<file path="src/rtl/pea_pkg.sv">
// Shared types, constants and helper functions of the polyline end-angle block.
package pea_pkg;

    localparam int MAX_POINTS_DEF   = 1024;
    localparam int CORDIC_STEPS_DEF = 16;

    // Width of the scan start index carried in a job, enough for stores of up to 65536 points
    localparam int IDX_FIELD_W = 16;

    // CORDIC datapath widths: vectors grow by about 1.65 over 33-bit differences
    localparam int CRD_XW = 36;
    localparam int CRD_ZW = 35;

    localparam logic signed [CRD_ZW-1:0] PI_Q30 = 35'sd3373259426;
    localparam logic [15:0]              PI_Q13 = 16'd25736;

    localparam logic [1:0] ST_NORMAL   = 2'd0;
    localparam logic [1:0] ST_SINGLE   = 2'd1;
    localparam logic [1:0] ST_IDENT    = 2'd2;
    localparam logic [1:0] ST_OVERFLOW = 2'd3;

    // atan(2^-i) in Q0.30 radians
    localparam logic [29:0] ATAN_TAB [32] = '{
        30'd843314856, 30'd497837829, 30'd263043836, 30'd133525158, 30'd67021686,
        30'd33543515,  30'd16775850,  30'd8388437,   30'd4194282,   30'd2097149,
        30'd1048575,   30'd524287,    30'd262143,    30'd131071,    30'd65535,
        30'd32767,     30'd16383,     30'd8191,      30'd4095,      30'd2047,
        30'd1023,      30'd511,       30'd255,       30'd127,       30'd63,
        30'd31,        30'd15,        30'd8,         30'd4,         30'd2,
        30'd1,         30'd0
    };

    typedef struct packed {
        logic signed [31:0] x_coord;
        logic signed [31:0] y_coord;
        logic               last_point;
    } in_item_t;

    typedef struct packed {
        logic signed [15:0] begin_angle;
        logic signed [15:0] end_angle;
        logic [1:0]         line_status;
        logic               within_threshold;
    } out_item_t;

    typedef struct packed {
        logic signed [31:0] x;
        logic signed [31:0] y;
    } point_t;

    // One closed line handed from the loader to the angle engine
    typedef struct packed {
        logic [1:0]             status;
        logic                   near_all;
        logic                   bank;
        logic                   do_scan;
        logic [IDX_FIELD_W-1:0] scan_start;
        point_t                 p_first;
        point_t                 p_begin;
        point_t                 p_last;
        point_t                 p_before_last;
    } job_t;

    typedef struct packed {
        logic en;
        logic bank;
    } bank_release_t;

    typedef enum logic [2:0] {
        BK_IDLE,
        BK_BEG_GO,
        BK_BEG_WAIT,
        BK_SCAN,
        BK_END_GO,
        BK_END_WAIT,
        BK_OUT
    } back_state_t;

    typedef enum logic [1:0] {
        CR_IDLE,
        CR_ROT,
        CR_FIN
    } cordic_state_t;

    function automatic logic signed [CRD_ZW-1:0] atan_entry(input logic [4:0] i);
        return $signed({5'b0, ATAN_TAB[i]});
    endfunction

    // True when a and b are more than thr apart on either axis
    function automatic logic differs(input point_t a, input point_t b, input logic [30:0] thr);
        logic signed [32:0] dx;
        logic signed [32:0] dy;
        logic [32:0]        mx;
        logic [32:0]        my;
        dx = 33'(a.x) - 33'(b.x);
        dy = 33'(a.y) - 33'(b.y);
        mx = dx[32] ? 33'(-dx) : 33'(dx);
        my = dy[32] ? 33'(-dy) : 33'(dy);
        return ({2'b0, thr} < mx) || ({2'b0, thr} < my);
    endfunction

endpackage

</file>
<file path="src/rtl/pea_fifo.sv">
// Two-entry job queue between the point loader and the angle engine.
module pea_fifo import pea_pkg::*; (
    input  logic clk,
    input  logic rst_n,
    input  logic push,
    input  job_t push_job,
    input  logic pop,
    output job_t head_job,
    output logic empty
);

    job_t       mem_reg [2];
    logic       wr_ptr_reg, wr_ptr_next;
    logic       rd_ptr_reg, rd_ptr_next;
    logic [1:0] cnt_reg, cnt_next;

    always_comb
    begin
        wr_ptr_next = wr_ptr_reg ^ push;
        rd_ptr_next = rd_ptr_reg ^ pop;
        cnt_next    = cnt_reg + {1'b0, push} - {1'b0, pop};
    end

    always_ff @(posedge clk or negedge rst_n)
    begin
        if (!rst_n)
        begin
            wr_ptr_reg <= 1'b0;
            rd_ptr_reg <= 1'b0;
            cnt_reg    <= 2'd0;
        end
        else
        begin
            wr_ptr_reg <= wr_ptr_next;
            rd_ptr_reg <= rd_ptr_next;
            cnt_reg    <= cnt_next;
        end
    end

    always_ff @(posedge clk)
    begin
        if (push)
        begin
            mem_reg[wr_ptr_reg] <= push_job;
        end
    end

    assign head_job = mem_reg[rd_ptr_reg];
    assign empty    = (cnt_reg == 2'd0);

endmodule

</file>
<file path="config.mk">
export PLATFORM = sky130hd
export DESIGN_NAME = pea_fifo
export DESIGN_NICKNAME = d
export VERILOG_FILES = /design/src/rtl/pea_pkg.sv /design/src/rtl/pea_fifo.sv
export SDC_FILE = /design/constraint.sdc
export NUM_CORES = 1
export LEC_CHECK = 0
export BUFFER_PORTS_ARGS = -buffer_cell sky130_fd_sc_hd__buf_4
export CORE_ASPECT_RATIO = 1.4
export CORE_MARGIN = 2
export CORE_UTILIZATION = 45
export CTS_BUF_LIST = sky130_fd_sc_hd__clkbuf_8 sky130_fd_sc_hd__clkbuf_16
export CTS_CLUSTER_SIZE = 30
export DETAILED_ROUTE_END_ITERATION = 8
export PLACE_DENSITY = 0.78
export SLEW_MARGIN = 5
export SYNTH_ARGS = -nofsm -noshare
export SYNTH_HDL_FRONTEND = slang
export SYNTH_SLANG_ARGS = --single-unit
</file>
<file path="constraint.sdc">
create_clock -name clk -period 10.5 [get_ports clk]
set_input_delay 2.1 -clock clk [delete_from_list [all_inputs] [get_ports clk]]
set_output_delay 2.1 -clock clk [all_outputs]
set_load 0.02 [all_outputs]
</file>
======== Yosys cells after proc, flatten, opt, wreduce, memory -nomap -nowiden ========
Memories as Yosys holds them, arrays and structs flattened.
Cells that the tools add are included.
Widths: inputs -> output; s select.
cells by class
  $add $sub $neg .......................... 2
  bitwise logic cells ..................... 2
  reductions and logical operators ........ 1
  mux-type cells .......................... 2
operators by type and width
  operator         number
  $add 2x1->2      1
  $logic_not 2->1  1
  $mux 1           2
  $sub 2x1->2      1
  $xor 1x1->1      2
word-level totals
  bits in writable memories ............... 554
  memories ................................ 1
  register bits after elaboration ......... 4
memories
  memory   depth  width  rd ports  clocked after Yosys merged registers in  write ports  RTL line        text
  mem_reg  2      277    1         0                                        1            pea_fifo.sv:12  job_t mem_reg [2];

======== Longest topological paths before layout ========
  depth in word-level cells ............... 2
  gate-level depth with buffers ........... 5
  gate-level depth less buffers ........... 5

======== Worst setup path after synthesis ========
OpenSTA, ideal clock, no wires.
  path kind ............................... input port to flip-flop
  start ................................... input push
  end ..................................... memory mem_reg[0][0] in the netlist's numbering (enable)
  setup slack ............................. 1353 ps
  data arrival time ....................... 8471 ps
  buffers on the path ..................... 0
  cell stages on the path ................. 1
  cell sequence ........................... ha_1
between the ends
  word-level cells in the longest chain between the ends .. 2
ends and longest elaborated chain
  what                          RTL line        text
  start, declared               pea_fifo.sv:5   input logic push,
  $mux 1                        pea_fifo.sv:42  if (push)
  $mux 1 (not written as such)  pea_fifo.sv:44  mem_reg[wr_ptr_reg] <= push_job;
  end, declared                 pea_fifo.sv:12
No other way between the ends.

==> impl_metrics.csv <==
group,metric,value,unit
floorplanning,die_y,260,um
synthesis,synth-xor-area-share,0.155,%
clocking,worst_skew_pair.late_latency,560,ps
global_routing,grt_pass1_wl,66600,um
pwr,switching_share,31.2,%
clocking,ctsResizeCount,0,
sta,post-route-period-util,52.8,%
synthesis,synth-edff-count,554,
synthesis,seq_area_frac_synth,79.6,%
status,status,"finished clean",
global_routing,grtUsageMet2,33.4,%
synthesis,synth_top_cells_by_area,"edfxtp_1 79%, mux2_4 14%, mux2_2 4.1%",
clocking,htreeDepth,2,
synthesis,synth_most_common_cell,"edfxtp_1",
final_layout,area_growth,30.1,%
global_routing,grt_pass1_vias,11100,
clocking,post_cts_buffers,0,
place,hpwl,33000,um
critical_path,end_kind,"output pin",
floorplanning,boundaryPins,559,
global_routing,grt_util_met1,18.1,%
clocking,cts.sinks,558,
synthesis,async_flop_share,0.717,%
synthesis,syn_area,0.0210,mm2
synthesis,synth_compound_area_share,0,%
floorplanning,coreArea,0.0461,mm2
final_layout,drive_gt1_share,61.1,%
synthesis,syn_avg_cell_area,24.0,um2
pwr,switchingPower,2.39,mW
synthesis,synth_fa_ha_area_share,0.238,%
synthesis,yosys_warnings,0,
final_layout,nets,1752,
sta,fin_crit,5540,ps
sta,setup_viol,0,
pwr,p_per_area,280,mW/mm2
synthesis,ys.flop_type,"edfxtp_1",
pwr,power.leakage,10.8,nW
floorplanning,start_util,45.6,%
route,totalWireLength,46700,um
global_routing,antenna_found_initial,7,
place,routabilityCongestion,0.860,
synthesis,synth_top_family_by_area,"multiplexers",
critical_path,critPathKind,"flip-flop to output pin",
route,drc_errors,0,
final_layout,largest_register_ffs,554,
synthesis,synth.top_cells.by_count,"554 x edfxtp_1, 201 x mux2_4, 76 x mux2_2",
clocking,root_buffer,"clkbuf_16",
final_layout,n_fill_cell,3374,
critical_path,start_kind,"flip-flop",
route,first_iter_violations,511,
sta,slew_viol_final,0,
route,drt-pass1-iter-count,4,
global_routing,grt_max_degree,133,
final_layout,fin_area,0.0274,mm2
pwr,p_comb_share,37.0,%
synthesis,synth_simple_gate_area_share,0.0178,%
synthesis,yosysTopAreaCellShare,79.1,%
critical_path,required,8400,ps
floorplanning,die_width,187,um
clocking,cts_buffers,51,
flow_run,maxCapViolCount,0,
synthesis,syn_nets,1162,
synthesis,ys_ff_latch,558,
route,num_vias,10500,
synthesis,syn_inst,877,
synthesis,synth_top_cell_by_area,"edfxtp_1",
critical_path,worst_ep_arrival_time,3440,ps
global_routing,grt.busiest_layer,"met2",
route,ant_nets,0,
floorplanning,die_area,0.0485,mm2
synthesis,synth_mux_area_share,18.4,%
pwr,peakVddDrop,0.182,mV
synthesis,synth_cell_type_count,11,
hold_path,hold_class,"flip-flop to flip-flop",
global_routing,grtUsageTotal,18.4,%
clocking,cts_tree,"built",
pwr,pwr-share-clk,22.5,%
sta,tightest_slew,1120,ps
place,dpl_cell_area,0.0258,mm2
critical_path,crit_fanout,58,
sta,rsz0062_at_grt,"no",
sta,slew_headroom,25.5,%
route,wl_per_cell,22.0,um
sta,hold_viol_final,0,
sta,fmax,0.180,GHz
critical_path,r2r_slack,7530,ps
final_layout,utilization,59.4,%
floorplanning,rows,93,
clocking,clock_path_buffers,3,
global_routing,grt-ovfl-total,0,
pwr,intPower,5.27,mW
global_routing,gr-usage-met3,6.34,%
sta,fin_tns_setup,0,ps
pwr,p_seq_share,40.5,%
place,portBuffers,558,
clocking,clkTransAtPathRegs,60,ps
route,viasPerCell,4.93,
clocking,cts_hold_buf,0,
sta,fin_worst_skew,18.3,ps
-- layout by cell type, fill, tap and decap left out, types with 3 or more instances in the layout --
cell,n
edfxtp_1,554
inv_1,17
clkinvlp_4,5
clkinv_2,10
buf_4,566
dfrtp_1,3
mux2_2,76
clkbuf_16,53
mux2_4,201
clkinv_1,7
-- critical path, cell delays in order, from the launching register on --
cell	delay, ps
dfrtp_4	800
buf_4	540
buf_4	890
mux2_4	360
buf_4	160
-- final timing paths --
path                                 start             end  cells after the start
worst min register to register  cnt_reg[1]      cnt_reg[1]                      1
worst max register to register  wr_ptr_reg  mem_reg[0][53]                      4
max in group asynchronous            rst_n      rd_ptr_reg                      1
worst min-delay path            cnt_reg[1]      cnt_reg[1]                      1
min in group asynchronous            rst_n      wr_ptr_reg                      1
worst max-delay path            rd_ptr_reg   head_job[215]                      4
-- per-layer routing --
layer	routed length, um	vias up
met5	68	-
met1	15200	5162
met3	3980	149
met2	24600	469
met4	2820	10
li1	-	4675
-- power by group through the flow --
stage,Combinational (mW),Sequential [mW],Clock (mW)
floorplan,1.91,3.21,0
finish,2.83,3.10,1.72
global placement,2.84,3.12,0
CTS,2.87,3.10,1.77
global route,2.97,3.13,1.85
detailed placement,2.86,3.15,0
-- stage by stage --
stage / hold WS [ps] / std cells / setup WS, ps / total power, mW
after CTS: 609 / 2122 / 4880 / 7.75
after global placement: 577 / 2031 / 5530 / 5.96
after detailed placement: 594 / 2031 / 5480 / 6.01
after floorplan: 569 / 877 / 1350 / 5.11
after global routing: 616 / 2124 / 4770 / 7.95
final: 606 / 2124 / 4960 / 7.65
-- final cells by class --
type | count | area [um2] | share of cell area, %
diodes | 2 | 5.00 | 0.0183
clock buffers | 53 | 1330 | 4.85
clock inverters | 38 | 231 | 0.846
inverters | 4 | 15.0 | 0.0549
multi-input cells | 284 | 3990 | 14.6
flip-flops and latches | 558 | 16700 | 61.2
well taps | 617 | 772 | 2.82
repair buffers | 568 | 4290 | 15.7
-- logic make-up after synthesis --
logic type,Yosys count
xor+xnor,2
fa+ha+maj,4
buf+inv,35
flops,558
mux,277
simple gates,1
Note: power is estimated with default switching activity, not from simulation.
