<file path="config.mk">
export PLATFORM = sky130hd
export DESIGN_NAME = pea_cordic
export DESIGN_NICKNAME = d
export VERILOG_FILES = /design/src/rtl/pea_pkg.sv /design/src/rtl/pea_cordic.sv
export SDC_FILE = /design/constraint.sdc
export NUM_CORES = 1
export LEC_CHECK = 0
export BUFFER_PORTS_ARGS = -buffer_cell sky130_fd_sc_hd__buf_2
export CORE_UTILIZATION = 60
export DETAILED_ROUTE_END_ITERATION = 8
export PLACE_DENSITY = 0.78
export SYNTH_ARGS = -nofsm -noshare
export SYNTH_HDL_FRONTEND = slang
export SYNTH_SLANG_ARGS = --single-unit
</file>
<file path="constraint.sdc">
create_clock -name clk -period 13.33 [get_ports clk]
set_input_delay 3.999 -clock clk [delete_from_list [all_inputs] [get_ports clk]]
set_output_delay 3.999 -clock clk [all_outputs]
set_load 0.02 [all_outputs]
</file>
<file path="src/rtl/pea_pkg.sv">
// Shared types, constants and helper functions of the polyline end-angle block.
package pea_pkg;

    localparam int MAX_POINTS_DEF   = 1024;
    localparam int CORDIC_STEPS_DEF = 16;

    // Width of the scan start index carried in a job, enough for stores of up to 65536 points
    localparam int IDX_FIELD_W = 16;

    // CORDIC datapath widths: vectors grow by about 1.65 over 33-bit differences
    localparam int CRD_XW = 36;
    localparam int CRD_ZW = 35;

    localparam logic signed [CRD_ZW-1:0] PI_Q30 = 35'sd3373259426;
    localparam logic [15:0]              PI_Q13 = 16'd25736;

    localparam logic [1:0] ST_NORMAL   = 2'd0;
    localparam logic [1:0] ST_SINGLE   = 2'd1;
    localparam logic [1:0] ST_IDENT    = 2'd2;
    localparam logic [1:0] ST_OVERFLOW = 2'd3;

    // atan(2^-i) in Q0.30 radians
    localparam logic [29:0] ATAN_TAB [32] = '{
        30'd843314856, 30'd497837829, 30'd263043836, 30'd133525158, 30'd67021686,
        30'd33543515,  30'd16775850,  30'd8388437,   30'd4194282,   30'd2097149,
        30'd1048575,   30'd524287,    30'd262143,    30'd131071,    30'd65535,
        30'd32767,     30'd16383,     30'd8191,      30'd4095,      30'd2047,
        30'd1023,      30'd511,       30'd255,       30'd127,       30'd63,
        30'd31,        30'd15,        30'd8,         30'd4,         30'd2,
        30'd1,         30'd0
    };

    typedef struct packed {
        logic signed [31:0] x_coord;
        logic signed [31:0] y_coord;
        logic               last_point;
    } in_item_t;

    typedef struct packed {
        logic signed [15:0] begin_angle;
        logic signed [15:0] end_angle;
        logic [1:0]         line_status;
        logic               within_threshold;
    } out_item_t;

    typedef struct packed {
        logic signed [31:0] x;
        logic signed [31:0] y;
    } point_t;

    // One closed line handed from the loader to the angle engine
    typedef struct packed {
        logic [1:0]             status;
        logic                   near_all;
        logic                   bank;
        logic                   do_scan;
        logic [IDX_FIELD_W-1:0] scan_start;
        point_t                 p_first;
        point_t                 p_begin;
        point_t                 p_last;
        point_t                 p_before_last;
    } job_t;

    typedef struct packed {
        logic en;
        logic bank;
    } bank_release_t;

    typedef enum logic [2:0] {
        BK_IDLE,
        BK_BEG_GO,
        BK_BEG_WAIT,
        BK_SCAN,
        BK_END_GO,
        BK_END_WAIT,
        BK_OUT
    } back_state_t;

    typedef enum logic [1:0] {
        CR_IDLE,
        CR_ROT,
        CR_FIN
    } cordic_state_t;

    function automatic logic signed [CRD_ZW-1:0] atan_entry(input logic [4:0] i);
        return $signed({5'b0, ATAN_TAB[i]});
    endfunction

    // True when a and b are more than thr apart on either axis
    function automatic logic differs(input point_t a, input point_t b, input logic [30:0] thr);
        logic signed [32:0] dx;
        logic signed [32:0] dy;
        logic [32:0]        mx;
        logic [32:0]        my;
        dx = 33'(a.x) - 33'(b.x);
        dy = 33'(a.y) - 33'(b.y);
        mx = dx[32] ? 33'(-dx) : 33'(dx);
        my = dy[32] ? 33'(-dy) : 33'(dy);
        return ({2'b0, thr} < mx) || ({2'b0, thr} < my);
    endfunction

endpackage

</file>
<file path="src/rtl/pea_cordic.sv">
// Iterative vectoring CORDIC atan2, one rotation step per cycle, Q3.13 result.
module pea_cordic import pea_pkg::*; #(
    parameter int CORDIC_STEPS = CORDIC_STEPS_DEF,
    localparam int STEP_W = $clog2(CORDIC_STEPS)
) (
    input  logic               clk,
    input  logic               rst_n,
    input  logic               start,
    input  logic signed [32:0] dy,
    input  logic signed [32:0] dx,
    output logic               busy,
    output logic               done,
    output logic signed [15:0] angle
);

    cordic_state_t st_reg, st_next;
    logic signed [CRD_XW-1:0] x_reg, x_next;
    logic signed [CRD_XW-1:0] y_reg, y_next;
    logic signed [CRD_ZW-1:0] z_reg, z_next;
    logic [STEP_W-1:0]        i_reg, i_next;
    logic                     done_reg, done_next;
    logic signed [15:0]       angle_reg, angle_next;

    logic signed [CRD_XW-1:0] xe, ye, xs, ys;
    logic signed [CRD_ZW-1:0] a;
    logic [CRD_ZW-1:0]        mag, rs;
    logic [15:0]              rc;

    always_comb
    begin
        st_next    = st_reg;
        x_next     = x_reg;
        y_next     = y_reg;
        z_next     = z_reg;
        i_next     = i_reg;
        done_next  = 1'b0;
        angle_next = angle_reg;

        xe  = CRD_XW'(dx);
        ye  = CRD_XW'(dy);
        xs  = x_reg >>> i_reg;
        ys  = y_reg >>> i_reg;
        a   = atan_entry(5'(i_reg));
        mag = z_reg[CRD_ZW-1] ? CRD_ZW'(-z_reg) : CRD_ZW'(z_reg);
        rs  = (mag + CRD_ZW'(65536)) >> 17;
        rc  = (rs > CRD_ZW'(PI_Q13)) ? PI_Q13 : rs[15:0];

        unique case (st_reg)
            CR_IDLE:
            begin
                if (start)
                begin
                    if (dy == '0)
                    begin
                        angle_next = dx[32] ? $signed(PI_Q13) : 16'sd0;
                        done_next  = 1'b1;
                    end
                    else
                    begin
                        // fold the left half-plane onto the right one
                        x_next  = dx[32] ? -xe : xe;
                        y_next  = dx[32] ? -ye : ye;
                        z_next  = dx[32] ? (dy[32] ? -PI_Q30 : PI_Q30) : '0;
                        i_next  = '0;
                        st_next = CR_ROT;
                    end
                end
            end
            CR_ROT:
            begin
                if (y_reg > 0)
                begin
                    x_next = x_reg + ys;
                    y_next = y_reg - xs;
                    z_next = z_reg + a;
                end
                else
                begin
                    x_next = x_reg - ys;
                    y_next = y_reg + xs;
                    z_next = z_reg - a;
                end
                if (i_reg == STEP_W'(CORDIC_STEPS - 1))
                begin
                    st_next = CR_FIN;
                end
                else
                begin
                    i_next = i_reg + STEP_W'(1);
                end
            end
            CR_FIN:
            begin
                angle_next = z_reg[CRD_ZW-1] ? -$signed(rc) : $signed(rc);
                done_next  = 1'b1;
                st_next    = CR_IDLE;
            end
            default:
            begin
                st_next = CR_IDLE;
            end
        endcase
    end

    always_ff @(posedge clk or negedge rst_n)
    begin
        if (!rst_n)
        begin
            st_reg   <= CR_IDLE;
            done_reg <= 1'b0;
        end
        else
        begin
            st_reg   <= st_next;
            done_reg <= done_next;
        end
    end

    always_ff @(posedge clk)
    begin
        x_reg     <= x_next;
        y_reg     <= y_next;
        z_reg     <= z_next;
        i_reg     <= i_next;
        angle_reg <= angle_next;
    end

    assign busy  = (st_reg != CR_IDLE);
    assign done  = done_reg;
    assign angle = angle_reg;

endmodule

</file>
== After elaboration in Yosys (flattened, before gate mapping) ==
Memories as Yosys holds them, arrays and structs flattened.
Cells that the tools add are included.

* Bits in writable memories: 0
* Logic and storage cells: 79
* Output and inout bits: 18
* Memories: 1
* Memory bits (read-only): 960
* Register bits: 130
* Bits in latches: 0

* Reduce and logical (&&, ||, !) cells: 9
* Bitwise operators: 1
* Muxes and demuxes: 36
* Multipliers: 0
* $lt $le $gt $ge: 3
* Shift-type cells: 2
* Div/mod/pow operators: 0
* Add/subtract/negate cells: 12
* Equal/unequal tests: 8

{| class="wikitable"
|+ Memories
! name !! depth !! bits a word !! rd ports !! clocked after Yosys merged registers in !! write ports !! RTL line !! text
|-
| (no name shown) || 32 || 30 || 1 || 0 || 0 || pea_pkg.sv:86 || <nowiki>return $signed({5'b0, ATAN_TAB[i]});</nowiki>
|}

{| class="wikitable"
|+ Operators by type and width
! cell !! count
|-
| $mux W36 || 8
|-
| $mux W35 || 6
|-
| $pmux W36 S2 || 2
|-
| $add A36 B36 Y36 || 2
|-
| $neg A33 Y36 || 2
|-
| $sshr A36 B4 Y36 || 2
|-
| $sub A36 B36 Y36 || 2
|-
| $pmux W35 S2 || 1
|-
| $mux W16 || 4
|-
| $mux W30 || 2
|-
| $gt A36 B1 Y1 const B || 1
|-
| $add A35 B17 Y35 const B || 1
|-
| $add A35 B31 Y35 || 1
|-
| $neg A35 Y35 || 1
|-
| $sub A35 B31 Y35 || 1
|-
| $logic_not A33 Y1 || 1
|-
| $pmux W16 S2 || 1
|-
| $gt A18 B15 Y1 const B || 1
|-
| $neg A16 Y16 || 1
|-
| $mux W15 || 1
|-
| $mux W4 || 3
|-
| $ne A2 B2 Y1 const B || 5
|-
| $reduce_and A3 Y1 || 3
|-
| $pmux W4 S2 || 1
|-
| 13 further kinds || 18
|}

== Logic depth before layout (Yosys ltp) ==
* Word-level depth: 8
* Gate-level depth with buffers: 27
* Gate-level depth less buffers: 24

== Worst setup path after synthesis ==
Ideal clock, no wire load.

* Kind: in2reg
* Start point: in dy[0]
* End point: reg i_reg[0] (enable)
* Library setup time: 0.315 ns
* Arrival: 11.073 ns
* Buffers on the path: 0
* Setup slack: 1.942 ns
* Stages: 12
* Cell sequence: inv_1 > ha_1 > nand2_1 > or3_1 > nand2b_1 > nor3b_1 > nand3_1 > nor2_1 > ha_1 > nand2b_1 > a21oi_1 > o31a_1

* Cells in the longest elaborated chain, start to end: 3

{| class="wikitable"
|+ Ends and longest elaborated chain
! item !! RTL line !! text
|-
| start, declared || pea_cordic.sv:9 || <nowiki>input logic signed [32:0] dy,</nowiki>
|-
| $logic_not A33 Y1 || pea_cordic.sv:53 || <nowiki>if (dy == '0)</nowiki>
|-
| $ne A2 B2 Y1 (no source line) || - ||
|-
| $reduce_and A4 Y1 (no source line) || - ||
|-
| end signal, assigned || pea_cordic.sv:124 || <nowiki>i_reg <= i_next;</nowiki>
|-
| end, declared || pea_cordic.sv:20 || <nowiki>logic [STEP_W-1:0] i_reg, i_next;</nowiki>
|}

Every way passes these cells.
A chain may end at the register's enable or synchronous reset.

== Final worst setup path ==
* Start point: reg i_reg[0]
* End point: reg y_reg[35] (data pin)

* Cells in the longest elaborated chain, start to end: 4
* Elaborated cells on any way between the ends: 5
* Classes of those cells: add/sub (2); shift (1); mux (2)

{| class="wikitable"
|+ Ends and longest elaborated chain
! item !! RTL line !! text
|-
| $sshr A36 B4 Y36 (*) || pea_cordic.sv:41 || <nowiki>xs = x_reg >>> i_reg;</nowiki>
|-
| $add A36 B36 Y36 / $sub A36 B36 Y36 (equally long branches) || pea_cordic.sv:80, pea_cordic.sv:74 ||
|-
| $mux W36 (*) || pea_cordic.sv:71 || <nowiki>if (y_reg > 0)</nowiki>
|-
| $pmux W36 S2 (*) || pea_cordic.sv:48 || <nowiki>unique case (st_reg)</nowiki>
|-
| named net y_next[35] || pea_cordic.sv:18 || <nowiki>logic signed [CRD_XW-1:0] y_reg, y_next;</nowiki>
|-
| end signal, assigned || pea_cordic.sv:122 || <nowiki>y_reg <= y_next;</nowiki>
|-
| end, declared || pea_cordic.sv:18 ||
|}

Mark *: on every way through the listed nets, which the timed path passes. The rest lies on a longest branch.

==> impl_summary.log <==
INFO  metric status = complete, no violations
INFO  metric gr-usage-all-layers = 0.338
INFO  metric timing_max_transition_violations_final = 0
INFO  metric yosys-top-cells-count = 230 x nand2_1, 206 x o21ai_0, 170 x nor2_1
INFO  metric vias_per_cell = 6.77
INFO  metric die_width = 179 um
INFO  metric die-area = 0.0319 mm2
INFO  metric cts_root_buffer = clkbuf_16
INFO  metric slew-limit-headroom = 0.156
INFO  metric setup_repair_after_global_routing_missed_its_margin = no
INFO  metric drive_gt1_frac = 0.125
INFO  metric r2r_slack = 5.95 ns
INFO  metric setup_viols_final = 0
INFO  metric largest_family_of_logic_cells_by_synthesized_area = compound AO/OA/AOI/OAI gates
INFO  metric min_period = 7.38 ns
INFO  metric die_y_extent = 179 um
INFO  metric ctsHtreeMaxLevel = 4
INFO  metric synth_warnings = 0
INFO  metric drt_pass1_iterations = 6
INFO  metric ys_ff_latch = 130
INFO  metric grt_first_pass_wirelength = 85.5 mm
INFO  metric worstPathRequired = 13.51 ns
INFO  metric tritoncts = yes
INFO  metric clock_insertion_delay_worst_skew = 0.46 ns
INFO  metric path_cells = buf_4 > buf_4 > mux4_2 > nor2_1 > nor2_1 > a21oi_1 > inv_1 > nor4_1 > and3_1 > a31oi_1 > xor2_1 > ha_1 > a2111o_1 > a2111oi_0 > o21ai_0 > o311ai_0 > nand2_1 > a31oi_1 > o211ai_1 > xnor2_1 > o21ai_1
INFO  metric finalHoldViolCount = 0
INFO  metric gp_congestion = 1.00
INFO  metric postCtsResizedCells = 0
INFO  metric yosys.cell_count.top_type = nand2_1
INFO  metric finalCritPeriodShare = 0.554
INFO  metric synth.top_cells.by_area = edfxtp_1 20%, mux4_2 11%, ha_1 8.0%
INFO  metric clkTransAtPathRegs = 0.07 ns
INFO  metric drt_wl_total = 53.5 mm
INFO  metric mappedNetlistArea = 0.0187 mm2
INFO  metric synth_enable_flop_cells = 127
INFO  metric drc_errors = 0
INFO  metric netlist-cell-type-count = 85
INFO  metric initial_detailed_routing_violation_count = 1709
INFO  metric mean_post_synth_cell_area = 8.40 um2
INFO  metric yosysTopAreaCell = edfxtp_1
INFO  metric post_route_setup_tns = 0 ns
INFO  metric clock_tree.buffer_depth = 2
INFO  metric cp-end-kind = flip-flop
INFO  metric avgRoutedWirePerCell = 20.2 um
INFO  metric number_of_global_route_vias_before_repair = 16621
INFO  metric pin_count = 87
INFO  metric worst-path-max-fanout = 53
INFO  metric clock_sink_count = 130
INFO  metric complex_gate_fraction_of_the_synthesized_area = 0.219
INFO  metric synth_xor_area_frac = 0.122
INFO  metric timing.critical_path.slowest_stage_cell = buf_4
INFO  metric critical_path_buf_inv_count = 3
INFO  metric clock_skew = 0.0138 ns
INFO  metric seq_area_frac_synth = 0.208
INFO  metric achievable-frequency = 0.135 GHz
INFO  metric worst_ep_arrival_time = 7.57 ns
INFO  metric post-synth-top-area-fraction = 0.204
INFO  metric nNetsFinal = 2425
INFO  metric crit_path_max_incr_delay = 0.76 ns
INFO  metric worstMarginPinSlew = 1.26 ns
INFO  metric route.antenna.remaining_nets = 0
INFO  metric postSynth.asyncResetShare = 0.0231
INFO  metric grt_overflow_total = 0
INFO  metric min-delay-path-class = flip-flop to flip-flop
INFO  metric yosys.area_share.adder = 0.0835
INFO  metric postCtsHoldBufs = 0
INFO  metric post-dp-hpwl = 39.7 mm
INFO  metric synthFlopType = edfxtp_1
INFO  metric fp.coreArea = 0.0307 mm2
INFO  metric postSynthCellCount = 2227
INFO  metric worstSetupStartpointType = flip-flop
INFO  metric number_of_antenna_violations_at_the_first_check_in_global_routing = 1
INFO  metric floorplan.initialDensity = 0.610
INFO  metric via_count = 17906
INFO  metric grt_start_max_net_pins = 75
INFO  metric cts-buffers-inserted = 17
INFO  metric rows = 64
INFO  metric drv_cap = 0
INFO  metric post_synth_mux_area_share = 0.143
INFO  metric worstSetupPathType = flip-flop to flip-flop
INFO  metric buffer_ports.inserted = 86
INFO  metric worst_path_dominant_cell_family = compound AO/OA/AOI/OAI gates
INFO  metric cts_post_setup_buffers_inserted = 0
INFO  metric synth.net_count = 2419
INFO  metric area.growth.synth_to_final = 6.41%
INFO  metric share_of_synthesized_cell_area_in_and_or_nand_and_nor_gates = 0.185
[layout make-up]
class	instances	area (um2)
multi-input cells	1911	14100
fillers	2613	10800
flip-flops and latches	130	3890
repair buffers	104	566
well taps	396	495
clock buffers	17	425
inverters	69	259
clock inverters	15	159
diodes	1	2.50
[cells in the final DEF, fill, tap and decap left out, types with 10 or more instances in the layout]
| cell | synthesis | routed |
|---|---|---|
| edfxtp_1 | 127 | 127 |
| o21ai_0 | 206 | 206 |
| buf_4 | 6 | 18 |
| mux2i_1 | 42 | 42 |
| nor4_1 | 25 | 25 |
| xnor2_1 | 167 | 167 |
| o211ai_1 | 16 | 16 |
| mux4_2 | 90 | 90 |
| nor2_1 | 170 | 168 |
| clkbuf_16 | 0 | 17 |
| ha_1 | 120 | 120 |
| a211oi_1 | 20 | 20 |
| nand3_1 | 50 | 50 |
| nand4_1 | 19 | 19 |
| a21o_1 | 55 | 55 |
| a21boi_0 | 10 | 10 |
| inv_1 | 67 | 67 |
| nor3_1 | 46 | 46 |
| nand2b_1 | 30 | 29 |
| mux2_2 | 19 | 19 |
| o21a_1 | 25 | 25 |
| and2_1 | 19 | 19 |
| and3_1 | 18 | 18 |
| or2_2 | 12 | 12 |
| xor2_1 | 93 | 93 |
| nor2b_1 | 19 | 19 |
| or4_1 | 14 | 14 |
| nand2_1 | 230 | 230 |
| or3_1 | 26 | 26 |
| a31oi_1 | 31 | 31 |
| buf_2 | 10 | 86 |
| o31ai_1 | 36 | 36 |
| a21oi_1 | 169 | 168 |
| o21bai_1 | 10 | 10 |
[per-layer routing]
metal	part of all wire	vias to the layer above	GRT usage
met5	0	-	0
met4	0.043	0	0.162
met3	0.066	162	0.0420
met2	0.49	788	0.584
met1	0.40	8581	0.416
li1	-	8375	-
[worst reg2reg max path: stages (launching register included)]
cell       delay [ns]
edfxtp_1         0.36
buf_4            0.45
buf_4            0.77
mux4_2           0.68
nor2_1           0.11
nor2_1           0.07
a21oi_1          0.28
inv_1            0.15
nor4_1           0.59
and3_1           0.35
a31oi_1          0.13
xor2_1           0.20
ha_1             0.24
a2111o_1         0.41
a2111oi_0        0.50
o21ai_0          0.30
o311ai_0         0.52
nand2_1          0.21
a31oi_1          0.36
o211ai_1         0.18
xnor2_1          0.18
o21ai_1          0.07
[path summary, 6_finish.rpt]
path	startpoint	endpoint	cells past startpoint
worst max register to register	i_reg[0]	y_reg[35]	21
worst max-delay path	i_reg[0]	y_reg[35]	21
min in group asynchronous	rst_n	st_reg[0]	1
worst min-delay path	st_reg[0]	done	1
worst min register to register	st_reg[0]	done	1
max in group asynchronous	rst_n	done	1
[cells by family (layout without fill, tap and decap cells)]
family,Yosys count,after routing
adders and majority gates,123,123
DFF,130,130
buffers and inverters,186,205
and+or+nand+nor,716,716
xor gates and xnor gates,260,260
other,0,1
muxes,152,152
AOI/OAI and AO/OA,660,660
[through the flow]
step	instances	hold WS (ns)	worst slack, ns	utilization	area [um2]
after floorplan	2227	0.481	1.94	-	18700
after global placement	2610	0.563	5.69	0.630	19300
after detailed placement	2610	0.573	5.61	0.630	19300
after CTS	2642	0.582	6.07	0.649	19900
after global routing	2643	0.624	5.33	0.649	19900
final	2643	0.569	5.95	0.649	19900
Power is left out: the tool's default activity adds up to more than one toggle a clock period on the data nets, which glitch-free logic cannot reach.
