==> src/rtl/pea_pkg.sv <==
// Shared types, constants and helper functions of the polyline end-angle block.
package pea_pkg;

    localparam int MAX_POINTS_DEF   = 1024;
    localparam int CORDIC_STEPS_DEF = 16;

    // Width of the scan start index carried in a job, enough for stores of up to 65536 points
    localparam int IDX_FIELD_W = 16;

    // CORDIC datapath widths: vectors grow by about 1.65 over 33-bit differences
    localparam int CRD_XW = 36;
    localparam int CRD_ZW = 35;

    localparam logic signed [CRD_ZW-1:0] PI_Q30 = 35'sd3373259426;
    localparam logic [15:0]              PI_Q13 = 16'd25736;

    localparam logic [1:0] ST_NORMAL   = 2'd0;
    localparam logic [1:0] ST_SINGLE   = 2'd1;
    localparam logic [1:0] ST_IDENT    = 2'd2;
    localparam logic [1:0] ST_OVERFLOW = 2'd3;

    // atan(2^-i) in Q0.30 radians
    localparam logic [29:0] ATAN_TAB [32] = '{
        30'd843314856, 30'd497837829, 30'd263043836, 30'd133525158, 30'd67021686,
        30'd33543515,  30'd16775850,  30'd8388437,   30'd4194282,   30'd2097149,
        30'd1048575,   30'd524287,    30'd262143,    30'd131071,    30'd65535,
        30'd32767,     30'd16383,     30'd8191,      30'd4095,      30'd2047,
        30'd1023,      30'd511,       30'd255,       30'd127,       30'd63,
        30'd31,        30'd15,        30'd8,         30'd4,         30'd2,
        30'd1,         30'd0
    };

    typedef struct packed {
        logic signed [31:0] x_coord;
        logic signed [31:0] y_coord;
        logic               last_point;
    } in_item_t;

    typedef struct packed {
        logic signed [15:0] begin_angle;
        logic signed [15:0] end_angle;
        logic [1:0]         line_status;
        logic               within_threshold;
    } out_item_t;

    typedef struct packed {
        logic signed [31:0] x;
        logic signed [31:0] y;
    } point_t;

    // One closed line handed from the loader to the angle engine
    typedef struct packed {
        logic [1:0]             status;
        logic                   near_all;
        logic                   bank;
        logic                   do_scan;
        logic [IDX_FIELD_W-1:0] scan_start;
        point_t                 p_first;
        point_t                 p_begin;
        point_t                 p_last;
        point_t                 p_before_last;
    } job_t;

    typedef struct packed {
        logic en;
        logic bank;
    } bank_release_t;

    typedef enum logic [2:0] {
        BK_IDLE,
        BK_BEG_GO,
        BK_BEG_WAIT,
        BK_SCAN,
        BK_END_GO,
        BK_END_WAIT,
        BK_OUT
    } back_state_t;

    typedef enum logic [1:0] {
        CR_IDLE,
        CR_ROT,
        CR_FIN
    } cordic_state_t;

    function automatic logic signed [CRD_ZW-1:0] atan_entry(input logic [4:0] i);
        return $signed({5'b0, ATAN_TAB[i]});
    endfunction

    // True when a and b are more than thr apart on either axis
    function automatic logic differs(input point_t a, input point_t b, input logic [30:0] thr);
        logic signed [32:0] dx;
        logic signed [32:0] dy;
        logic [32:0]        mx;
        logic [32:0]        my;
        dx = 33'(a.x) - 33'(b.x);
        dy = 33'(a.y) - 33'(b.y);
        mx = dx[32] ? 33'(-dx) : 33'(dx);
        my = dy[32] ? 33'(-dy) : 33'(dy);
        return ({2'b0, thr} < mx) || ({2'b0, thr} < my);
    endfunction

endpackage

==> src/rtl/pea_back.sv <==
// Angle engine: takes closed lines and, for normal lines, scans the store backward and runs both atan2s.
module pea_back import pea_pkg::*; #(
    parameter int MAX_POINTS = MAX_POINTS_DEF,
    localparam int IDX_W = $clog2(MAX_POINTS)
) (
    input  logic               clk,
    input  logic               rst_n,
    input  logic [30:0]        threshold,
    input  logic               job_empty,
    input  job_t               job,
    output logic               pop,
    output logic               rd_en,
    output logic [IDX_W:0]     rd_addr,
    input  point_t             rd_data,
    output logic               cord_start,
    output logic signed [32:0] cord_dy,
    output logic signed [32:0] cord_dx,
    input  logic               cord_busy,
    input  logic               cord_done,
    input  logic signed [15:0] cord_angle,
    output logic               out_valid,
    input  logic               out_ready,
    output out_item_t          out_data,
    output bank_release_t      bank_rel
);

    back_state_t        state_reg, state_next;
    job_t               job_reg, job_next;
    point_t             tgt_reg, tgt_next;
    logic signed [15:0] beg_reg, beg_next;
    logic signed [15:0] end_reg, end_next;
    logic [IDX_W-1:0]   rd_idx_reg, rd_idx_next;
    logic               issue_done_reg, issue_done_next;
    logic               pend_reg, pend_next;
    logic               out_valid_reg, out_valid_next;
    out_item_t          out_data_reg, out_data_next;

    logic   issue_en;
    point_t from_pt;
    point_t to_pt;

    always_comb
    begin
        from_pt = (state_reg == BK_END_GO) ? job_reg.p_last : job_reg.p_first;
        to_pt   = (state_reg == BK_END_GO) ? tgt_reg : job_reg.p_begin;
        cord_dy = 33'(to_pt.y) - 33'(from_pt.y);
        cord_dx = 33'(to_pt.x) - 33'(from_pt.x);
    end

    always_comb
    begin
        state_next      = state_reg;
        job_next        = job_reg;
        tgt_next        = tgt_reg;
        beg_next        = beg_reg;
        end_next        = end_reg;
        rd_idx_next     = rd_idx_reg;
        issue_done_next = issue_done_reg;
        pend_next       = 1'b0;
        out_valid_next  = out_valid_reg;
        out_data_next   = out_data_reg;
        pop             = 1'b0;
        cord_start      = 1'b0;
        bank_rel.en     = 1'b0;
        bank_rel.bank   = job_reg.bank;
        issue_en        = (state_reg == BK_SCAN) && !issue_done_reg;
        rd_en           = issue_en;
        rd_addr         = {job_reg.bank, rd_idx_reg};

        if (out_valid_reg && out_ready)
        begin
            out_valid_next = 1'b0;
        end

        unique case (state_reg)
            BK_IDLE:
            begin
                if (!job_empty)
                begin
                    pop      = 1'b1;
                    job_next = job;
                    beg_next = '0;
                    end_next = '0;
                    state_next = (job.status == ST_NORMAL) ? BK_BEG_GO : BK_OUT;
                end
            end
            BK_BEG_GO:
            begin
                cord_start = 1'b1;
                state_next = BK_BEG_WAIT;
            end
            BK_BEG_WAIT:
            begin
                if (cord_done)
                begin
                    beg_next = cord_angle;
                    if (job_reg.do_scan)
                    begin
                        rd_idx_next     = job_reg.scan_start[IDX_W-1:0];
                        issue_done_next = 1'b0;
                        state_next      = BK_SCAN;
                    end
                    else
                    begin
                        tgt_next   = job_reg.p_before_last;
                        state_next = BK_END_GO;
                    end
                end
            end
            BK_SCAN:
            begin
                // walk from the point before the last down to point 1
                pend_next = issue_en;
                if (issue_en)
                begin
                    rd_idx_next     = rd_idx_reg - IDX_W'(1);
                    issue_done_next = (rd_idx_reg == IDX_W'(1));
                end
                if (pend_reg)
                begin
                    if (differs(rd_data, job_reg.p_last, threshold))
                    begin
                        tgt_next   = rd_data;
                        state_next = BK_END_GO;
                    end
                    else if (issue_done_reg)
                    begin
                        tgt_next   = job_reg.p_before_last;
                        state_next = BK_END_GO;
                    end
                end
            end
            BK_END_GO:
            begin
                cord_start = 1'b1;
                state_next = BK_END_WAIT;
            end
            BK_END_WAIT:
            begin
                if (cord_done)
                begin
                    end_next   = cord_angle;
                    state_next = BK_OUT;
                end
            end
            BK_OUT:
            begin
                if (!out_valid_reg || out_ready)
                begin
                    out_valid_next                 = 1'b1;
                    out_data_next.begin_angle      = beg_reg;
                    out_data_next.end_angle        = end_reg;
                    out_data_next.line_status      = job_reg.status;
                    out_data_next.within_threshold = job_reg.near_all;
                    bank_rel.en                    = 1'b1;
                    state_next                     = BK_IDLE;
                end
            end
            default:
            begin
                state_next = BK_IDLE;
            end
        endcase
    end

    always_ff @(posedge clk or negedge rst_n)
    begin
        if (!rst_n)
        begin
            state_reg      <= BK_IDLE;
            out_valid_reg  <= 1'b0;
            pend_reg       <= 1'b0;
            issue_done_reg <= 1'b1;
        end
        else
        begin
            state_reg      <= state_next;
            out_valid_reg  <= out_valid_next;
            pend_reg       <= pend_next;
            issue_done_reg <= issue_done_next;
        end
    end

    always_ff @(posedge clk)
    begin
        job_reg      <= job_next;
        tgt_reg      <= tgt_next;
        beg_reg      <= beg_next;
        end_reg      <= end_next;
        rd_idx_reg   <= rd_idx_next;
        out_data_reg <= out_data_next;
    end

    assign out_valid = out_valid_reg;
    assign out_data  = out_data_reg;

    a_start_idle: assert property (@(posedge clk) disable iff (!rst_n)
        cord_start |-> !cord_busy)
        else $error("atan2 started while the unit is busy");

    a_scan_read: assert property (@(posedge clk) disable iff (!rst_n)
        pend_reg |-> state_reg == BK_SCAN || $past(state_reg) == BK_SCAN)
        else $error("store read outside the backward scan");

    a_release_out: assert property (@(posedge clk) disable iff (!rst_n)
        bank_rel.en |=> out_valid_reg)
        else $error("bank released without a result");

endmodule

==> config.mk <==
export PLATFORM = sky130hd
export DESIGN_NAME = pea_back
export DESIGN_NICKNAME = d
export VERILOG_FILES = /design/src/rtl/pea_pkg.sv /design/src/rtl/pea_back.sv
export SDC_FILE = /design/constraint.sdc
export NUM_CORES = 1
export LEC_CHECK = 0
export BUFFER_PORTS_ARGS = -buffer_cell sky130_fd_sc_hd__buf_2
export CORE_UTILIZATION = 51
export CTS_CLUSTER_DIAMETER = 100
export DETAILED_ROUTE_END_ITERATION = 6
export PLACE_DENSITY = 0.81
export SLEW_MARGIN = 15
export SYNTH_ARGS = -nofsm -noshare
export SYNTH_HDL_FRONTEND = slang
export SYNTH_SLANG_ARGS = --single-unit
==> constraint.sdc <==
create_clock -name clk -period 42.8 [get_ports clk]
set_input_delay 8.56 -clock clk [delete_from_list [all_inputs] [get_ports clk]]
set_output_delay 8.56 -clock clk [all_outputs]
set_load 0.005 [all_outputs]
Yosys cells after proc, flatten, opt, wreduce, memory -nomap -nowiden
Cells that the tools add are included.
{"block": "totals", "ff_bits": 418, "elab_cells": 112}
{"block": "classes", "n_addsub": 7, "order_cmp": 2, "eq_ne": 16, "n_mux": 41, "bitwise": 1, "n_reduce_logical": 19}
{"op": "$mux W64", "n": 7}
{"op": "$sub A32 B32 Y33", "n": 4}
{"op": "$pmux W64 S2", "n": 1}
{"op": "$lt A31 B33 Y1", "n": 2}
{"op": "$mux W33", "n": 2}
{"op": "$neg A33 Y33", "n": 2}
{"op": "$pmux W16 S2", "n": 2}
{"op": "$mux W16", "n": 2}
{"op": "$mux W10", "n": 3}
{"op": "$mux W3", "n": 9}
{"op": "$pmux W3 S7", "n": 1}
{"op": "$pmux W10 S2", "n": 1}
{"op": "$ne A2 B2 Y1 const B", "n": 8}
{"op": "$mux W1", "n": 12}
{"op": "$eq A10 B1 Y1 const B", "n": 1}
{"op": "$sub A10 B1 Y10 const B", "n": 1}
{"op": "$eq A3 B3 Y1 const B", "n": 3}
{"op": "$eq A3 B2 Y1 const B", "n": 2}
{"op": "$reduce_and A3 Y1", "n": 2}
{"op": "$reduce_and A6 Y1", "n": 1}
{"op": "$reduce_bool A2 Y1", "n": 3}
{"op": "$reduce_and A5 Y1", "n": 1}
{"op": "$reduce_and A2 Y1", "n": 2}
{"op": "$reduce_and A4 Y1", "n": 1}
{"op": "other kinds (10)", "n": 13}

Longest topological paths before layout
Gate-level depths: netlist of run 1.
{"block": "logic_depth", "depth_word": 8, "mapped_depth": 28, "mapped_depth_nobuf": 26}

Least setup slack after synthesis of run 1
Ideal clock, no wire load.
{"block": "synth_timing", "path_kind": "input to output", "start": "input port job_empty", "end": "output port pop", "arrival_ns": 34.138, "setup_slack_ns": 0.102, "cell_stages": 1, "path_buffers": 0, "cell_sequence": "nor4_1"}
{"block": "synth_between", "elab_chain_len": 2}
{"element": "start, declared", "line": "pea_back.sv:9", "source": "input logic job_empty,"}
{"element": "$mux W1", "line": "pea_back.sv:78", "source": "if (!job_empty)"}
{"element": "$mux W1", "line": "pea_back.sv:75", "source": "unique case (state_reg)"}
{"element": "end, declared", "line": "pea_back.sv:11", "source": "output logic pop,"}
Every way passes these cells.

Final worst setup path of run 1
Ends and elaborated chain as after synthesis.

==> results of run 1 <==
==> report_power, final <==
| group | total [uW] | switching [uW] | internal [uW] |
|---|---|---|---|
| logic | 954 | 536 | 418 |
| registers | 564 | 26.9 | 537 |
| clock network | 360 | 161 | 199 |
==> per-stage QoR <==
step | total power (uW) | setup slack [ps] | std cells | hold slack, ps | util, %
floorplan | 1250 | 102 | 2155 | 400 | -
global placement | 1470 | 24710 | 3276 | 400 | 58.4
detailed placement | 1510 | 24690 | 3276 | 405 | 58.4
finish | 1880 | 24730 | 3376 | 414 | 61.3
CTS | 1880 | 24690 | 3357 | 413 | 61.2
global route | 1990 | 24620 | 3372 | 418 | 61.3
==> cell type report <==
type	count	share of cell area (%)
Sequential cell	418	41.7
Multi-Input combinational cell	1561	40.7
Timing Repair Buffer	519	8.81
Clock buffer	59	3.85
Tap cell	664	2.76
Inverter	114	1.42
Clock inverter	22	0.678
Antenna cell	19	0.158
==> per-layer routing <==
metal,global-route usage [%],routed length (um),vias to the layer above
met2,45.2,33600,754
met4,11.1,2310,6
li1,-,-,9148
met1,32.1,27700,9364
met5,0,39,-
met3,4.62,4600,134
==> kinds of logic (layout without fill, tap and decap cells) <==
logic type               after synthesis  count (layout)  synth area share (%)
other                                  0              19                     0
XOR/XNOR                             157             157                  5.44
AO/OA/AOI/OAI                        521             521                  13.5
buffers and inverters                176             714                  2.81
flip-flops                           418             418                  49.3
AND/OR/NAND/NOR                      484             484                  9.65
multiplexers                         203             203                  9.56
adder cells (fa/ha/maj)              196             196                  9.76
==> final timing paths <==
kind	endpoint	slack, ps	startpoint	depth (start not counted)
min in group asynchronous	out_valid$_DFF_PN0_	7800	rst_n	1
worst max register to register	tgt_reg[2]$_DFFE_PP_	34950	job_reg[96]$_DFFE_PP_	26
worst min-delay path	out_data[17]$_DFFE_PP_	410	end_reg[14]$_SDFFCE_PN0P_	0
worst min register to register	out_data[17]$_DFFE_PP_	410	end_reg[14]$_SDFFCE_PN0P_	0
max in group asynchronous	issue_done_reg$_DFFE_PN1P_	34790	rst_n	1
worst max-delay path	pop	24730	job_empty	4
==> placed cells by master (no fill, tap or decap), drive strengths merged, types with 27 or more instances in the layout <==
cell type,count
a21o,85
a21oi,123
and2,43
buf,519
clkbuf,59
edfxtp,412
ha,192
inv,115
mux2,128
mux2i,75
nand2,118
nand3,31
nor2,106
nor2b,27
nor3,37
o21a,28
o21ai,115
xnor2,84
xor2,73
==> Yosys cell counts (19+ instances only) <==
cell / count
a21o_1: 85
a21oi_1: 121
a31oi_1: 22
and2_1: 43
clkbuf_1: 40
edfxtp_1: 412
ha_1: 192
inv_1: 114
mux2_2: 67
mux2_4: 60
mux2i_1: 74
nand2_1: 118
nand2b_1: 23
nand3_1: 31
nand4_1: 19
nor2_1: 105
nor2b_1: 27
nor3_1: 37
o21a_1: 28
o21ai_0: 96
xnor2_1: 83
xor2_1: 73
==> worst register-to-register path: stages, from the launching register on <==
cell      delay (ps)
edfxtp_1         420
ha_1             230
fa_1             410
nand2b_1         190
a21oi_1          350
o211a_1          340
a21o_1           180
xnor2_1          200
nand4_1          190
or4_1            680
nor4b_1          580
and3_1           270
a21oi_1           90
xnor2_1          280
ha_1             300
a21o_1           170
a21o_1           170
a21oi_1          200
o311ai_0         160
nor3_1           200
o31ai_1          120
a221o_1          310
o21ai_0          150
a31oi_2          140
a21oi_4          190
buf_4            590
mux2_2           510
==> flow_summary.ini, run 1 <==
[sta]
min_period_ps = 18070
slew_headroom_pct = 32.4
setup_viol = 0
rsz0062_at_grt = no
period_share_pct = 42.2
final.setup.tns_ps = 0
slew_violations = 0
tightestPinTransition_ps = 986
skew_ps = 34.7
finalHoldViolCount = 0
fmax_mhz = 55.3

[worst_setup_path]
worstPathArrival_ps = 9510
max_stage_delay_ps = 420
crit_path_start_kind = primary input
critPathSlowestCell = buf_4
cpLargestDelayFamily = buffers and inverters
path_max_fanout = 22
cp.buffers_inverters = 3
path_cells = buf_2 -> nor4_2 -> buf_4 -> buf_2
crit_top_cell = buf_2
worstSetupEndpointType = output pin
required_ps = 34240
critPathKind = primary input to output pin

[routing]
vias = 19406
vias_per_cell = 5.75
wl_per_cell_um = 20.2
drc = 0
drt_first_pass_iters = 6
antenna_left = 0
drt-total-wl_mm = 68.2
drtIter0Drc = 1273

[clocking]
postCtsSetupBuffers = 0
cts_buffers = 44
cts-root-buf = clkbuf_16
tritoncts = done
cts.sinks = 418
cts.repair.resized = 0
cts_hold_buf = 0
clock_latency_ps = 590
clock_path_buffers = 3
htree_levels = 2
clk_pin_slew_worst_paths_ps = 60

[final_layout]
largest_reg_flops = 270
final_cell_area_um2 = 30100
regArea_um2 = 12500
final_layout_size_suffix_gt1_share_pct = 27.6
area_delta_synth_final_pct = 18.2
nets = 3248
multi_input_area_um2 = 12200
n_fill_cell = 3845

[placement]
placed_area_um2 = 28700
place.gp.congestion = 0.913
io_buffer_count = 504
hpwl_mm = 52.2

[synth]
synth_cells = 2155
syn_nets = 2745
synthArstFlopShare_pct = 1.44
yosysTopAreaCellShare_pct = 48.7
seq_area_frac_synth_pct = 49.3
synth-seq-cells = 418
synth_ff_type = edfxtp_1
syn-cell-area_um2 = 25400
yosysWarnings = 0
synthDistinctLibCells = 90
synth_area_leaders = edfxtp_1 (49%), ha_1 (9.4%), mux2_4 (3.5%)
yosys.area.top_type = edfxtp_1
synth_edf_count = 412
syn_area_per_cell_um2 = 11.8

[global_route]
grt_pass1_wl_mm = 103
grt_pass1_vias = 19347
grt_use_total_pct = 26.2
antenna_found_initial = 20
grt_max_degree = 124
gr-total-overflow = 0

[pwr]
power.leakage_uw = 0.0124
p_per_area_nw_per_um2 = 62.5
ir_drop_mv = 0.0413

[die]
start_util_pct = 51.8
dieArea_um2 = 50800
dieWidth_um = 225
fp-row-count = 81
ios = 512
fp.dieH_um = 225
core-area_um2 = 49100

[hold_path]
hold_path_class = flop to flop

[status]
outcome = finished, final reports clean

[job]
maxCapViolations = 0
(Power assumes the default switching activity.)
==> inputs of run 2 (changes only) <==
CORE_UTILIZATION = 52   (was 51)
PLACE_DENSITY = 0.79   (was 0.81)
clock period = 18.6 ns   (was 42.8 ns; I/O delays follow)
==> run 2 against run 1 <==
- worst setup slack got worse by 17000 ps
- sequential share of layout area fell by 0.24 points
- via count fell by 1.2%
- die area fell by 1.9%
- cell count fell by 1.6%
- wire length fell by 0.67%
- sequential cell count did not move
- global-route usage rose by 0.49 points
- utilization rose by 1.8 points
- critical path depth rose by 25
- sequential power rose by 130%
- critical path type is now primary input to flop
==> flow_summary.ini, run 2 (same netlist as run 1, synthesis figures left out) <==
[worst_setup_path]
cpLargestDelayFamily = compound AO/OA/AOI/OAI gates
max_stage_delay_ps = 700
worstPathArrival_ps = 11630
worstSetupEndpointType = flop
critPathKind = primary input to flop
critPathSlowestCell = buf_4
path_max_fanout = 34
crit_path_start_kind = primary input
required_ps = 18930
cp.buffers_inverters = 4

[final_layout]
final_cells = 3321
layout_commonest_cell = buf_2
nets = 3247
n_fill_cell = 3708
multi_input_area_um2 = 12200
final_layout_size_suffix_gt1_share_pct = 27.9
regArea_um2 = 12500
largest_reg_flops = 270
area_delta_synth_final_pct = 18.9
final_cell_area_um2 = 30200
fin_util_pct = 63.1
mostFrequentLayoutCells = buf_2 (504), edfxtp_1 (412), ha_1 (192)

[pwr]
p_per_area_nw_per_um2 = 147
power_frac_seq_pct = 29.2
power.net_switching_uw = 1660
switching_share_pct = 37.4
power.leakage_uw = 0.0126
p_int_uw = 2780
p_comb_share_pct = 48.9
ir_drop_mv = 0.106
clockPowerShare_pct = 21.9

[clocking]
cts-root-buf = clkbuf_16
postCtsSetupBuffers = 0
htree_levels = 2
clock_latency_ps = 600
cts.sinks = 418
clk_pin_slew_worst_paths_ps = 60
cts_hold_buf = 0
tritoncts = done
cts.repair.resized = 0
cts_buffers = 45
clock_path_buffers = 3

[sta]
tightestPinTransition_ps = 1130
rsz0062_at_grt = no
whs_ps = 413
skew_ps = 23.7
setup_viol = 0
period_share_pct = 60.8
slew_headroom_pct = 24.8
final.setup.tns_ps = 0
slew_violations = 0
fmax_mhz = 88.5
min_period_ps = 11310
finalHoldViolCount = 0

[routing]
wl_per_cell_um = 20.4
drc = 0
vias = 19180
drt-total-wl_mm = 67.8
drt_first_pass_iters = 5
antenna_left = 0
vias_per_cell = 5.78
drtIter0Drc = 1240

[global_route]
grt_use_total_pct = 26.7
grt_pass1_wl_mm = 104
gr-total-overflow = 0
grt_max_degree = 94
antenna_found_initial = 14
grt_pass1_vias = 19142

[die]
fp-row-count = 80
fp.dieH_um = 223
ios = 512
dieWidth_um = 223
start_util_pct = 53.0
dieArea_um2 = 49800
core-area_um2 = 47900

[placement]
placed_area_um2 = 28600
dp_cells = 3225
hpwl_mm = 51.7
io_buffer_count = 504
place.gp.congestion = 0.900

[status]
outcome = finished, final reports clean

[job]
maxCapViolations = 0

[hold_path]
hold_path_class = flop to flop
[run 2: cell count changes in the layout (fill, tap and decap cells not counted), moves of 2 or more]
cell | previous run | this run
diode_2 | 19 | 15
clkinv_2 | 7 | 9
clkinv_1 | 6 | 3
clkbuf_1 | 15 | 7
bufinv_16 | 1 | 10
buf_4 | 14 | 12
[run 2: layout make-up]
| cell class | count | area share [%] |
|---|---|---|
| multi-input cells | 1561 | 40.5 |
| repair buffers | 517 | 8.71 |
| diodes | 15 | 0.124 |
| flip-flops and latches | 418 | 41.4 |
| well taps | 615 | 2.55 |
| clock inverters | 29 | 1.51 |
| clock buffers | 52 | 3.81 |
| inverters | 114 | 1.42 |
[run 2: path summary, 6_finish.rpt]
kind / from / to / slack (ps) / cells after the start
setup / recovery: rd_data[32] / tgt_reg[2]$_DFFE_PP_ / 7290 / 29
hold / removal: job_reg[275]$_DFFE_PP_ / out_data[1]$_DFFE_PP_ / 410 / 0
setup reg to reg: job_reg[96]$_DFFE_PP_ / tgt_reg[2]$_DFFE_PP_ / 10130 / 27
hold reg to reg: job_reg[275]$_DFFE_PP_ / out_data[1]$_DFFE_PP_ / 410 / 0
max in group asynchronous: rst_n / issue_done_reg$_DFFE_PN1P_ / 15430 / 1
min in group asynchronous: rst_n / out_valid$_DFF_PN0_ / 2940 / 1
[run 2: metal layers]
layer	global-route usage (%)	part of all wire, %	vias to the layer above
met5	0	0.022	-
met4	8.70	2.7	4
met3	3.99	6.4	119
met2	47.0	50	665
met1	33.5	41	9229
li1	-	-	9163
[run 2: power groups by stage]
| stage | Sequential, uW | Clock, uW | Combinational (uW) |
|---|---|---|---|
| finish | 1300 | 976 | 2170 |
| global route | 1310 | 1020 | 2380 |
| CTS | 1300 | 991 | 2170 |
| detailed placement | 1320 | 0 | 2150 |
| global placement | 1310 | 0 | 2080 |
| floorplan | 1320 | 0 | 1490 |
[run 2: through the flow]
step                      setup slack (ps)  power [uW]
after floorplan                       2820        2810
after CTS                             7370        4460
final                                 7290        4450
after detailed placement              6750        3470
after global placement                6920        3390
after global routing                  6900        4710
